[config.mk]
export PLATFORM = sky130hd
export DESIGN_NAME = iibs_outq_flat
export DESIGN_NICKNAME = d
export VERILOG_FILES = /design/src/design/iibs_pkg.sv /design/src/design/iibs_if.sv /design/src/design/iibs_outq.sv /design/src/flat_wrapper.sv
export SDC_FILE = /design/constraint.sdc
export NUM_CORES = 1
export LEC_CHECK = 0
export ABC_AREA = 1
export BUFFER_PORTS_ARGS = -buffer_cell sky130_fd_sc_hd__buf_4
export CAP_MARGIN = 20
export CELL_PAD_IN_SITES_DETAIL_PLACEMENT = 0
export CELL_PAD_IN_SITES_GLOBAL_PLACEMENT = 1
export CORE_UTILIZATION = 47
export CTS_CLUSTER_SIZE = 12
export DETAILED_ROUTE_END_ITERATION = 10
export PLACE_DENSITY = 0.81
export REMOVE_ABC_BUFFERS = 1
export SLEW_MARGIN = 40
export SYNTH_ARGS = -nofsm -noshare
export SYNTH_HDL_FRONTEND = slang
export SYNTH_SLANG_ARGS = --single-unit
[constraint.sdc]
create_clock -name clk -period 2.64 [get_ports clk]
set_input_delay 0.528 -clock clk [delete_from_list [all_inputs] [get_ports clk]]
set_output_delay 0.528 -clock clk [all_outputs]
set_load 0.005 [all_outputs]
[src/design/iibs_pkg.sv]
package iibs_pkg;

    localparam int MAX_WIDTH  = 1024;
    localparam int MAX_WINDOW = 64;
    localparam int PIXEL_BITS = 16;

    // Field widths of the ports
    localparam int PIX_FIELD_BITS = 16;
    localparam int IMG_W_BITS     = 11;
    localparam int WIN_CFG_BITS   = 7;
    localparam int BOX_BITS       = 28;
    localparam int POS_BITS       = 10;
    localparam int ROW_BITS       = 10;
    localparam int ROWSUM_BITS    = 26;
    localparam int SUM_BITS       = 36;

    // Line store geometry
    localparam int RING_ROWS   = MAX_WINDOW + 1;
    localparam int STORE_DEPTH = RING_ROWS * MAX_WIDTH;
    localparam int ADDR_BITS   = $clog2(STORE_DEPTH);
    localparam int COL_BITS    = (MAX_WIDTH > 1) ? $clog2(MAX_WIDTH) : 1;
    localparam int RING_BITS   = $clog2(RING_ROWS);
    localparam int WIN_BITS    = $clog2(MAX_WINDOW + 1);
    localparam int WID_BITS    = $clog2(MAX_WIDTH + 1);
    localparam int RT_BITS     = ((RING_BITS > WIN_BITS) ? RING_BITS : WIN_BITS) + 1;
    localparam int CMP_BASE    = (COL_BITS > ROW_BITS) ? COL_BITS : ROW_BITS;
    localparam int CMP_BITS    = ((CMP_BASE > WIN_BITS) ? CMP_BASE : WIN_BITS) + 1;

    localparam logic [PIX_FIELD_BITS-1:0] PIX_MASK =
        PIX_FIELD_BITS'((64'd1 << PIXEL_BITS) - 64'd1);
    localparam logic [ROW_BITS-1:0] ROW_LAST = '1;

    // Configuration port
    localparam int CFG_IDX_BITS  = 1;
    localparam int CFG_DATA_BITS = 11;
    localparam logic [CFG_IDX_BITS-1:0] CFG_IMAGE_WIDTH = 1'd0;
    localparam logic [CFG_IDX_BITS-1:0] CFG_WINDOW_SIZE = 1'd1;
    localparam logic [IMG_W_BITS-1:0]   IMAGE_WIDTH_RESET = 11'd1024;
    localparam logic [WIN_CFG_BITS-1:0] WINDOW_SIZE_RESET = 7'd3;

    // Result queue
    localparam int OUTQ_DEPTH    = 4;
    localparam int OUTQ_PTR_BITS = $clog2(OUTQ_DEPTH);
    localparam int OUTQ_CNT_BITS = $clog2(OUTQ_DEPTH + 1);
    localparam int CREDIT_BITS   = OUTQ_CNT_BITS + 1;

    typedef logic [ADDR_BITS-1:0] addr_t;
    typedef logic [SUM_BITS-1:0]  sum_t;

    typedef struct packed {
        logic [BOX_BITS-1:0] box_sum;
        logic [POS_BITS-1:0] top_row;
        logic [POS_BITS-1:0] left_col;
    } box_t;

    // Per-item request from the scan counters to the accumulator
    typedef struct packed {
        logic                   emit;
        logic                   above_zero;
        logic                   top_zero;
        logic                   left_zero;
        logic [ROWSUM_BITS-1:0] row_sum;
        logic [POS_BITS-1:0]    top_row;
        logic [POS_BITS-1:0]    left_col;
        addr_t                  wr_addr;
        addr_t                  rd_above;
        addr_t                  rd_top;
        addr_t                  rd_top_left;
        addr_t                  rd_left;
    } req_t;

    typedef struct packed {
        logic s1_emit;
        logic s2_busy;
    } stage_stat_t;

    function automatic addr_t make_addr(input logic [RING_BITS-1:0] ring,
                                        input logic [COL_BITS-1:0]  col);
        return ADDR_BITS'(ring) * ADDR_BITS'(MAX_WIDTH) + ADDR_BITS'(col);
    endfunction

endpackage

[src/design/iibs_if.sv]


interface iibs_box_if import iibs_pkg::*; ();
    logic                valid;
    logic                ready;
    logic [BOX_BITS-1:0] box_sum;
    logic [POS_BITS-1:0] top_row;
    logic [POS_BITS-1:0] left_col;

    modport source (output valid, box_sum, top_row, left_col, input ready);
    modport sink (input valid, box_sum, top_row, left_col, output ready);
endinterface

[src/design/iibs_outq.sv]
module iibs_outq import iibs_pkg::*; (
    input  logic                     clk,
    input  logic                     rst_n,
    input  logic                     push,
    input  box_t                     push_data,
    output logic [OUTQ_CNT_BITS-1:0] count,
    iibs_box_if.source               sums
);

    box_t                     entries [OUTQ_DEPTH];
    logic [OUTQ_PTR_BITS-1:0] wr_ptr_reg, rd_ptr_reg;
    logic [OUTQ_CNT_BITS-1:0] count_reg;
    logic                     pop;

    assign pop           = sums.valid && sums.ready;
    assign sums.valid    = (count_reg != '0);
    assign sums.box_sum  = entries[rd_ptr_reg].box_sum;
    assign sums.top_row  = entries[rd_ptr_reg].top_row;
    assign sums.left_col = entries[rd_ptr_reg].left_col;
    assign count         = count_reg;

    always_ff @(posedge clk)
    begin
        if (push)
        begin
            entries[wr_ptr_reg] <= push_data;
        end
    end

    always_ff @(posedge clk or negedge rst_n)
    begin
        if (!rst_n)
        begin
            wr_ptr_reg <= '0;
            rd_ptr_reg <= '0;
            count_reg  <= '0;
        end
        else
        begin
            if (push)
            begin
                wr_ptr_reg <= (wr_ptr_reg == OUTQ_PTR_BITS'(OUTQ_DEPTH - 1)) ?
                              '0 : wr_ptr_reg + OUTQ_PTR_BITS'(1);
            end
            if (pop)
            begin
                rd_ptr_reg <= (rd_ptr_reg == OUTQ_PTR_BITS'(OUTQ_DEPTH - 1)) ?
                              '0 : rd_ptr_reg + OUTQ_PTR_BITS'(1);
            end
            if (push && !pop)
            begin
                count_reg <= count_reg + OUTQ_CNT_BITS'(1);
            end
            else if (pop && !push)
            begin
                count_reg <= count_reg - OUTQ_CNT_BITS'(1);
            end
        end
    end

    no_overflow: assert property (@(posedge clk) disable iff (!rst_n)
        !(push && !pop && count_reg == OUTQ_CNT_BITS'(OUTQ_DEPTH)))
        else $error("result queue overflow");

endmodule

[src/flat_wrapper.sv]
// flat-port wrapper written by rule: the top's interface ports become plain ports
module iibs_outq_flat import iibs_pkg::*;
  (clk, rst_n, push, push_data, count, sums_valid, sums_box_sum, sums_top_row, sums_left_col, sums_ready);
  iibs_box_if sums_i ();
  input  logic clk;
  input  logic rst_n;
  input  logic push;
  input  box_t push_data;
  output logic [OUTQ_CNT_BITS-1:0] count;
  output wire logic [$bits(sums_i.valid)-1:0] sums_valid;
  output wire logic [$bits(sums_i.box_sum)-1:0] sums_box_sum;
  output wire logic [$bits(sums_i.top_row)-1:0] sums_top_row;
  output wire logic [$bits(sums_i.left_col)-1:0] sums_left_col;
  input wire logic [$bits(sums_i.ready)-1:0] sums_ready;
  assign sums_valid = sums_i.valid;
  assign sums_box_sum = sums_i.box_sum;
  assign sums_top_row = sums_i.top_row;
  assign sums_left_col = sums_i.left_col;
  assign sums_i.ready = sums_ready;
  iibs_outq u_core (.clk(clk), .rst_n(rst_n), .push(push), .push_data(push_data), .count(count), .sums(sums_i));
endmodule
==> results of run 1 <==
[metrics by stage]
stage | setup TNS (ns) | setup slack, ns | utilization (%)
global placement | 0 | 0.594 | 54.4
global route | 0 | 0.145 | 57.9
CTS | 0 | 0.0782 | 57.7
finish | 0 | 0.268 | 57.9
detailed placement | 0 | 0.556 | 54.4
floorplan | -87.86 | -1.77 | -
[critical path: stages (launching register included)]
cell      delay (ns)
dfrtp_4         0.68
buf_4           0.33
nand2_1         0.10
o211ai_1        0.08
nand2_1         0.08
buf_4           0.14
[worst max path at each step]
stage | end | cells after the start | from
floorplan | sums_box_sum[13] | 2 | u_core.rd_ptr_reg[0]
global placement | sums_box_sum[18] | 5 | u_core.rd_ptr_reg[0]
global route | sums_box_sum[26] | 5 | u_core.rd_ptr_reg[0]
finish | sums_box_sum[26] | 5 | u_core.rd_ptr_reg[0]
CTS | sums_box_sum[26] | 5 | u_core.rd_ptr_reg[0]
detailed placement | sums_box_sum[26] | 5 | u_core.rd_ptr_reg[0]
[logic make-up after synthesis]
family                     count (synthesis)  share of synthesized area (%)
DFF                                      199                           72.4
and+or+nand+nor                          170                           7.86
buffers and inverters                    140                           8.45
AOI/OAI and AO/OA                         98                           10.0
adders and majority gates                  7                           1.16
xor gates and xnor gates                   1                          0.107
[what timing repair did]
| item | in CTS | in global routing |
|---|---|---|
| hold buffers | 1 | 0 |
| endpoints found under the hold margin | 7 | 0 |
| endpoints found under the setup margin | 0 | 6 |
| setup buffers | 0 | 1 |
| gates resized for setup | 0 | 0 |
[power groups by stage]
stage	Sequential, mW	Combinational (mW)	Clock (mW)
2_1_floorplan	4.59	1.47	0
3_5_place_dp	4.40	3.53	0
5_1_grt	4.34	3.96	2.52
6_report	4.29	3.56	2.35
3_3_place_gp	4.37	3.45	0
4_1_cts	4.34	3.54	2.42
[area by class of cell]
cell class | count | area, sq um
Clock inverter | 12 | 104
Clock buffer | 20 | 437
Fill cell | 1361 | 7090
Tap cell | 220 | 275
Inverter | 107 | 402
Sequential cell | 199 | 5950
Timing Repair Buffer | 117 | 1000
Multi-Input combinational cell | 276 | 1570
[cells in the final DEF (no fill, tap or decap), types with 2 or more instances in the layout]
| cell type | netlist | layout |
|---|---|---|
| nand2_1 | 163 | 163 |
| inv_1 | 106 | 102 |
| o21ai_0 | 2 | 2 |
| o211ai_1 | 78 | 78 |
| buf_4 | 6 | 107 |
| o211ai_2 | 18 | 18 |
| ha_1 | 6 | 6 |
| nor2_1 | 3 | 3 |
| buf_12 | 0 | 8 |
| nand3_1 | 3 | 3 |
| clkbuf_1 | 1 | 3 |
| dfrtp_1 | 7 | 5 |
| edfxtp_1 | 192 | 192 |
| inv_6 | 0 | 2 |
| inv_2 | 1 | 5 |
| clkbuf_16 | 0 | 17 |
| clkinvlp_4 | 0 | 4 |
| clkinv_2 | 0 | 2 |
| clkinv_1 | 0 | 2 |
[per-layer routing]
| layer | track usage (%) | wire length [microns] | vias to the layer above |
|---|---|---|---|
| met2 | 29.7 | 7570 | 120 |
| met4 | 6.80 | 240 | 0 |
| li1 | - | - | 2330 |
| met1 | 22.1 | 6370 | 2247 |
| met5 | 0 | 0 | - |
| met3 | 5.82 | 1020 | 19 |
==> summary.md, run 1 <==
| Metric | Value |
|---|---|
| Clock-pin transition on the worst setup and hold timing paths | 0.07 ns |
| Power Density | 1050 mW/mm^2 |
| Most common cell in the netlist | edfxtp_1 |
| Post-synth EDFFs | between 150 and 200 |
| Worst EP required | 2.11 ns |
| Initial Util | about half |
| Clock power share | a little under a quarter |
| Min Hold Slack | between 0.2 and 0.3 ns |
| Layout Skew | roughly 0.009 ns |
| Post-synth top cells | 192 x edfxtp_1, 163 x nand2_1, 106 x inv_1 |
| Worst Hold Depth | 1 |
| Hold Path Class | input pin to flip-flop |
| Total gr overflow | 0 |
| Register share of total power | between 40% and 50% |
| Placed cell count | between 900 and 1000 |
| Post-synthesis async set-or-reset flop share | under 10% |
| Worst Tran Pin Value | 0.467 ns |
| Max reg flops | roughly 190 |
| RSZ-0062 raised after global routing | no |
| Critical Path Source Type | flip-flop |
| First-pass GRT wire length | ~24000 microns |
| Post-layout instance area | slightly below 0.01 sq mm |
| Synth Instances | approximately 620 |
| Final HPWL DP | just under 9000 microns |
| Antenna violations before repair | 0 |
| Site Rows | 47 |
| Synth area leaders | edfxtp_1 70%, nand2_1 7.5%, o211ai_1 7.1% |
| CTS buffer count | 17 |
| Pin count of the biggest net entering global routing | between 50 and 60 |
| DRT Pass-1 Iters | 5 |
| Final Setup Violations | 0 |
| Final cell count without fillers | between 900 and 1000 |
| Placed Area | approximately 0.0092 sq mm |
| Total track usage | approximately 18% |
| Layout cell share with drive strength beyond 1 | ~23% |
| Seq/Total Area, Yosys | 72.4% |
| Die height | ~130 microns |
| Critical Path Fanout Max | 26 |
| Antenna Diode Count | 0 |
| Final nets | ~800 |
| Initial DRC count | ~240 |
| Vias in the first global route | approximately 4700 |
| Hold path start | push_data[24] |
| Root Buffer | clkbuf_16 |
| Tmin final | 2.37 ns |
| Worst VDD drop | roughly 520 uV |
| Avg WL per Cell | approximately 16 microns |
| Leak | 3.89 nW |
| # clock sinks | a little under 200 |
| Mapped Area | about 0.0082 sq mm |
| YS warnings | 0 |
| Hold Fails Final Rpt | 0 |
| H-tree depth | 4 |
| Crit path capture type | output port |
| Worst-Skew Late Latency | around 0.43 ns |
| Die ar. | 0.0180 sq mm |
| ANT nets after route | 0 |
| Worst Hold Path EP | u_core.entries[3][24] |
| Setup CP Type | flip-flop to output port |
| Worst reg2reg startpoint | u_core.count[0] |
| #FFs+latches synth | approximately 200 |
| Flop2flop setup slack | about 0.86 ns |
| Logic pwr share | a little over a third |
| Fin. max-slew vios | 0 |
| Synth area leader | edfxtp_1 |
| WL final | about 15000 microns |
| Synth cell types | 18 |
| DRC viols | 0 |
| Synth-to-layout area growth | 18.7% |
| Final period util | approximately 90% |
| DR vias | between 4000 and 5000 |
| Width of the die | 134 microns |
| Overall power | slightly above 10 mW |
| Vias per cell | 4.96 |
| Synth Flop Type | edfxtp_1 |
| Max-cap violations | 0 |
| Internal Power | between 6 and 7 mW |
| TritonCTS clock tree | done |
| Switching part of the total | approximately a third |
| Outcome | completed |
| Critical R2R Capture | u_core.count[2] |
| Gpl congestion | about 0.72 |
| CP arrival | about 1.8 ns |
| CORE AREA | about 0.017 sq mm |
| Max Clock Freq | ~420 MHz |
| Ports | approximately 100 |
| Avg Inst Size Synth | about 13 sq um |
| Net Sw Power | 3.28 mW |
| R2R depth | 10 |
| Worst rel slew slack | 68.9% |
| Max Buffers Root-to-Sink | 2 |
| IO Port Bufs | roughly 100 |
| Area fraction of the dominant cell type after synthesis | 70.3% |
Note: power is estimated with default switching activity, not from simulation.
==> inputs of run 2 (changes only) <==
GPL_TIMING_DRIVEN = 0   (was default)
HOLD_SLACK_MARGIN = 0.12   (was default)
==> run 2 against run 1 <==
Against the previous run: hold slack gained 0.0023 ns; register-to-register slack lost 0.04 ns; combinational power shrank 2%; worst setup slack lost 0.13 ns; clock-buffer cell count shrank 2; via count grew 0.23%; sequential power is essentially flat; non-clock buffer count shrank 2; highest routed layer unchanged.
==> summary.md, run 2 (synthesis gave the netlist of run 1 again) <==
| Metric | Value |
|---|---|
| Outcome | completed |
| Final nets | 775 (-0.26%) |
| Antenna violations before repair | 0 (unchanged) |
| Logic pwr share | 34.9% (about the same) |
| CP Cell Sequence | inv_6 > o211ai_1 > nand2_1 > buf_4 |
| CP delay by family, top | flip-flops |
| Max-cap violations | 0 (unchanged) |
| Avg WL per Cell | 15.9 microns (-0.47%) |
| Setup CP Type | flip-flop to output port |
| CORE AREA | 0.0168 sq mm (unchanged) |
| DRT Pass-1 Iters | 5 (unchanged) |
| Worst-Skew Late Latency | 0.43 ns (about the same) |
| Hold Path Class | input pin to flip-flop |
| Max Buffers Root-to-Sink | 2 (unchanged) |
| Overall power | 10.1 mW (-1.5%) |
| TritonCTS clock tree | done |
| Vias in the first global route | 4738 (+0.87%) |
| Site Rows | 47 (unchanged) |
| Placed cell count | 913 (-0.44%) |
| Max reg flops | 192 (unchanged) |
| # clock sinks | 199 (unchanged) |
| Worst reg2reg startpoint | u_core.count[0] |
| Vias per cell | 4.99 (+0.55%) |
| Setup ws final | 0.140 ns (-0.128 ns) |
| Fill count | 1353 (-0.59%) |
| Switching part of the total | 32.5% (+0.32 points) |
| Die height | 134 microns (unchanged) |
| Ports | 104 (unchanged) |
| ANT nets after route | 0 (unchanged) |
| First-pass GRT wire length | 24100 microns (about the same) |
| RSZ-0062 raised after global routing | no |
| CP arrival | 1.97 ns (+0.13 ns) |
| Register share of total power | 42.8% (+0.8 points) |
| Critical Path Fanout Max | 48 (+85%) |
| Commonest non-fill, non-tap cell in the layout | edfxtp_1 |
| DR vias | 4727 (+0.23%) |
| Fin. max-slew vios | 0 (unchanged) |
| Initial DRC count | 216 (-10%) |
| Worst rel slew slack | 68.2% (-0.68 points) |
| Synth-to-layout area growth | 18.1% |
| Hold path start | push_data[26] |
| Max incr delay on CP | 0.66 ns (-0.02 ns) |
| Initial Util | 48.8% (unchanged) |
| CP max-delay cell | dfrtp_4 |
| Worst Tran Pin Value | 0.477 ns (+0.0102 ns) |
| Buf/Inv on CP | 2 (unchanged) |
| WL final | 15100 microns (-0.78%) |
| Sequential standard cell area | 0.00595 sq mm (about the same) |
| Placed Area | 0.00914 sq mm (-0.16%) |
| Worst EP required | 2.11 ns (about the same) |
| R2R depth | 10 (unchanged) |
| Clock-pin transition on the worst setup and hold timing paths | 0.07 ns (about the same) |
| Critical R2R Capture | u_core.count[2] |
| Clock power share | 22.3% (-0.8 points) |
| Final cell count without fillers | 948 (-0.32%) |
| Gpl congestion | 0.732 (+0.94%) |
| Die ar. | 0.0180 sq mm (unchanged) |
| Crit path capture type | output port |
| Worst Hold Depth | 1 (unchanged) |
| Leak | 3.86 nW (-0.70%) |
| Post-layout instance area | 0.00969 sq mm (-0.44%) |
| Worst Hold Path EP | u_core.entries[0][26] |
| CTS buffer count | 17 (unchanged) |
| Antenna Diode Count | 0 (unchanged) |
| Power Density | 1040 mW/mm^2 (-1.1%) |
| Root Buffer | clkbuf_16 |
| Critical Path Source Type | flip-flop |
| Total gr overflow | 0 (unchanged) |
| Commonest non-fill, non-tap cells in the layout | 192 x edfxtp_1, 163 x nand2_1, 105 x buf_4 |
| H-tree depth | 4 (unchanged) |
| Max Clock Freq | 400 MHz (-5.1%) |
| IO Port Bufs | 103 (unchanged) |
| Area of the multi-input gates | 0.00157 sq mm (unchanged) |
| Layout Skew | 0.00560 ns (-0.00326 ns) |
| Width of the die | 134 microns (unchanged) |
| Final period util | 94.7% (+4.8 points) |
| DRC viols | 0 (unchanged) |
| Flop2flop setup slack | 0.82 ns (-0.04 ns) |
| Hold Fails Final Rpt | 0 (unchanged) |
| Total track usage | 18.0% (+0.030 points) |
| Pin count of the biggest net entering global routing | 57 (+12%) |
| Final HPWL DP | 8830 microns (+0.28%) |
| Layout cell share with drive strength beyond 1 | 22.7% (-0.32 points) |
| Worst VDD drop | 552 uV (+6.4%) |
| Min Hold Slack | 0.294 ns (+0.00230 ns) |
| Final Setup Violations | 0 (unchanged) |
| Tmin final | 2.50 ns (+0.128 ns) |
| Place WS | 0.426 ns (-0.130 ns) |
| Net Sw Power | 3.27 mW (-0.57%) |
| Internal Power | 6.79 mW (-2.0%) |
==> run 2: changes by cell type in the layout (fill, tap and decap cells not counted), moves of 2 or more <==
cell,previous run,this run
clkbuf_1,3,1
clkinv_1,2,4
inv_4,0,4
buf_4,107,105
inv_2,5,0
==> run 2: area by class of cell <==
| type | count | share of cell area, % |
|---|---|---|
| Tap cell | 220 | 2.84 |
| Clock buffer | 18 | 4.43 |
| Timing Repair Buffer | 115 | 10.0 |
| Clock inverter | 13 | 0.852 |
| Sequential cell | 199 | 61.4 |
| Multi-Input combinational cell | 276 | 16.2 |
| Inverter | 107 | 4.30 |
==> run 2: through the flow <==
step | util, % | setup TNS, ns
floorplan | - | -87.86
global placement | 53.3 | -195.77
detailed placement | 54.3 | 0
CTS | 57.5 | 0
global route | 57.6 | 0
finish | 57.6 | 0
==> run 2: what timing repair did <==
action | 4_1_cts | 5_1_grt
endpoints found under the hold margin | 7 | 0
hold buffers | 1 | 0
resized for setup | 1 | 0
setup buffers | 1 | 2
endpoints found under the setup margin | 19 | 4
==> run 2: worst max path at each step <==
stage,from,endpoint,slack [ns],cells past startpoint
global route,u_core.rd_ptr_reg[1],sums_box_sum[10],0.02,4
detailed placement,u_core.rd_ptr_reg[1],sums_box_sum[7],0.43,4
CTS,u_core.rd_ptr_reg[0],sums_left_col[5],0.08,6
floorplan,u_core.rd_ptr_reg[0],sums_box_sum[13],-1.77,2
finish,u_core.rd_ptr_reg[1],sums_box_sum[10],0.14,4
global placement,u_core.rd_ptr_reg[0],sums_box_sum[7],-3.02,3
==> run 2: layer usage <==
metal	share of wire, %	global-route usage, %	up-vias
met5	0	0	-
li1	-	-	2325
met1	43	21.8	2296
met4	0.92	5.12	0
met2	51	31.3	96
met3	4.7	5.29	10
==> run 2: power by group through the flow <==
stage / combinational, mW / sequential [mW] / clock, mW
2_1_floorplan: 1.47 / 4.59 / 0
3_3_place_gp: 2.56 / 4.69 / 0
3_5_place_dp: 3.45 / 4.45 / 0
4_1_cts: 3.53 / 4.35 / 2.29
5_1_grt: 3.91 / 4.35 / 2.42
6_report: 3.50 / 4.30 / 2.24
==> inputs of run 3 (changes only) <==
SETUP_SLACK_MARGIN = 0.2   (was default)
==> run 3 against run 2 <==
Against the previous run: power is 1.3% higher; clock-buffer cell count unchanged; cell area rose by 0.57%; global-route usage rose by 0.050 points; clock power about the same; clock skew about the same; largest cell class unchanged.
==> summary.md, run 3 (synthesis gave the netlist of run 1 again) <==
| Metric | Value |
|---|---|
| CP arrival | 1.81 ns (-0.16 ns) |
| DRT Pass-1 Iters | 4 (-1) |
| Critical Path Fanout Max | 54 (+13%) |
| Die ar. | 0.0180 sq mm (unchanged) |
| R2R depth | 10 (unchanged) |
| Hold Path Class | input pin to flip-flop |
| Avg WL per Cell | 16.3 microns (+2.6%) |
| First-pass GRT wire length | 24200 microns (+0.23%) |
| Worst EP required | 2.11 ns (about the same) |
| Final Util | 57.9% (+0.33 points) |
| IO Port Bufs | 103 (unchanged) |
| Ports | 104 (unchanged) |
| Initial Util | 48.8% (unchanged) |
| Initial DRC count | 180 (-17%) |
| Tmin final | 2.34 ns (-0.163 ns) |
| WL final | 15500 microns (+2.8%) |
| TritonCTS clock tree | done |
| Leak | 3.89 nW (+0.69%) |
| Final period util | 88.5% (-6.2 points) |
| Flop2flop setup slack | 0.83 ns (about the same) |
| CTS buffer count | 17 (unchanged) |
| Outcome | completed |
| RSZ-0062 raised after global routing | no |
| Die height | 134 microns (unchanged) |
| # clock sinks | 199 (unchanged) |
| Logic pwr share | 35.9% (+1.0 points) |
| Switching part of the total | 32.7% (+0.21 points) |
| Worst setup endpoint | sums_top_row[6] |
| DR vias | 4748 (+0.44%) |
| Site Rows | 47 (unchanged) |
| Worst reg2reg startpoint | u_core.count[0] |
| Clock power share | 22.0% (-0.3 points) |
| Width of the die | 134 microns (unchanged) |
| Register share of total power | 42.0% (-0.8 points) |
| Critical R2R Capture | u_core.count[2] |
| DRC viols | 0 (unchanged) |
| Total track usage | 18.1% (+0.050 points) |
| Area of the multi-input gates | 0.00157 sq mm (unchanged) |
| Antenna Diode Count | 0 (unchanged) |
| Worst Tran Pin Value | 0.380 ns (-0.0971 ns) |
| Internal Power | 6.85 mW (+1.0%) |
| Sequential standard cell area | 0.00595 sq mm (unchanged) |
| Fin. max-slew vios | 0 (unchanged) |
| Max Clock Freq | 428 MHz (+7.0%) |
| Layout cell share with drive strength beyond 1 | 22.9% (+0.21 points) |
| Crit path capture type | output port |
| Pin count of the biggest net entering global routing | 57 (unchanged) |
| Max Buffers Root-to-Sink | 2 (unchanged) |
| Layout Skew | 0.00543 ns (-0.000168 ns) |
| Vias per cell | 5.00 (+0.23%) |
| Worst rel slew slack | 74.7% (+6.5 points) |
| Total gr overflow | 0 (unchanged) |
| Final nets | 777 (+0.26%) |
| Min Hold Slack | 0.294 ns (-0.000716 ns) |
| Power Density | 1050 mW/mm^2 (+0.73%) |
| Max-cap violations | 0 (unchanged) |
| Final HPWL DP | 8830 microns (unchanged) |
| Fill count | 1351 (-0.15%) |
| ANT nets after route | 0 (unchanged) |
| Setup CP Type | flip-flop to output port |
| Vias in the first global route | 4746 (+0.17%) |
| Net Sw Power | 3.33 mW (+2.0%) |
| Crit. Startpoint | u_core.rd_ptr_reg[0] |
| Worst VDD drop | 549 uV (-0.70%) |
| Final Setup Violations | 0 (unchanged) |
| Root Buffer | clkbuf_16 |
| Hold Fails Final Rpt | 0 (unchanged) |
| Gpl congestion | 0.732 (unchanged) |
| Worst-Skew Late Latency | 0.43 ns (about the same) |
| Clock-pin transition on the worst setup and hold timing paths | 0.07 ns (about the same) |
| Commonest non-fill, non-tap cells in the layout | 192 x edfxtp_1, 163 x nand2_1, 105 x buf_4 |
| H-tree depth | 4 (unchanged) |
| Max reg flops | 192 (unchanged) |
| Commonest non-fill, non-tap cell in the layout | edfxtp_1 |
| Antenna violations before repair | 0 (unchanged) |
| CORE AREA | 0.0168 sq mm (unchanged) |
| Synth-to-layout area growth | 18.8% |
| Critical Path Source Type | flip-flop |
run 3: changes by cell type in the layout (fill, tap and decap cells not counted):
cell / before / now
buf_16: 0 / 1
buf_12: 8 / 7
clkbuf_16: 17 / 18
inv_6: 3 / 2
buf_6: 1 / 2
inv_16: 0 / 1
run 3: what timing repair did:
action                     in CTS  in global routing
setup endpoints to repair      48                 21
gates cloned                    0                  1
buffers inserted                3                  1
hold endpoints to repair        7                  0
hold buffers                    1                  0
resized for setup               2                  3
run 3: layer usage:
metal	wire [microns]	share of wire [%]	track usage, %
met2	7910	51	31.4
met5	0	0	0
met3	793	5.1	5.29
met1	6610	43	21.8
met4	187	1.2	5.12
run 3: power by group through the flow:
| stage | Sequential [mW] | Clock [mW] | Combinational (mW) |
|---|---|---|---|
| CTS | 4.31 | 2.29 | 3.60 |
| floorplan | 4.59 | 0 | 1.47 |
| global route | 4.32 | 2.42 | 4.07 |
| global placement | 4.69 | 0 | 2.56 |
| detailed placement | 4.45 | 0 | 3.45 |
| finish | 4.28 | 2.24 | 3.66 |
run 3: final cells by class:
cell class / instances / area share, %
repair buffers: 117 / 10.4
flip-flops and latches: 199 / 61.0
inverters: 107 / 4.39
clock buffers: 18 / 4.40
multi-input cells: 276 / 16.1
clock inverters: 13 / 0.847
well taps: 220 / 2.82
run 3: worst min-delay path by stage:
| stage | from | endpoint | slack, ns | depth (start not counted) |
|---|---|---|---|---|
| after floorplan | rst_n | u_core.count[0] | 0.23 | 0 |
| after global placement | rst_n | u_core.count[2] | 0.34 | 1 |
| after detailed placement | rst_n | u_core.count[2] | 0.35 | 1 |
| after CTS | push_data[26] | u_core.entries[3][26] | 0.28 | 1 |
| after global routing | push_data[47] | u_core.entries[1][47] | 0.28 | 1 |
| final | push_data[26] | u_core.entries[0][26] | 0.29 | 1 |
run 3: metrics by stage:
| step | TNS, ns | power, mW | cell area (sq um) | std cells | setup WS (ns) |
|---|---|---|---|---|---|
| floorplan | -87.86 | 6.06 | 7910 | 582 | -1.77 |
| detailed placement | 0 | 7.89 | 9140 | 913 | 0.426 |
| global placement | -195.77 | 7.25 | 8960 | 905 | -3.02 |
| global route | 0 | 10.8 | 9750 | 950 | 0.220 |
| finish | 0 | 10.2 | 9750 | 950 | 0.303 |
| CTS | 0 | 10.2 | 9690 | 948 | 0.208 |
run 3: worst max-delay path, stage by stage, from the launching register on:
cell	delay, ns
dfrtp_4	0.49
buf_12	0.20
clkbuf_16	0.23
o211ai_1	0.21
nand2_1	0.08
buf_4	0.15
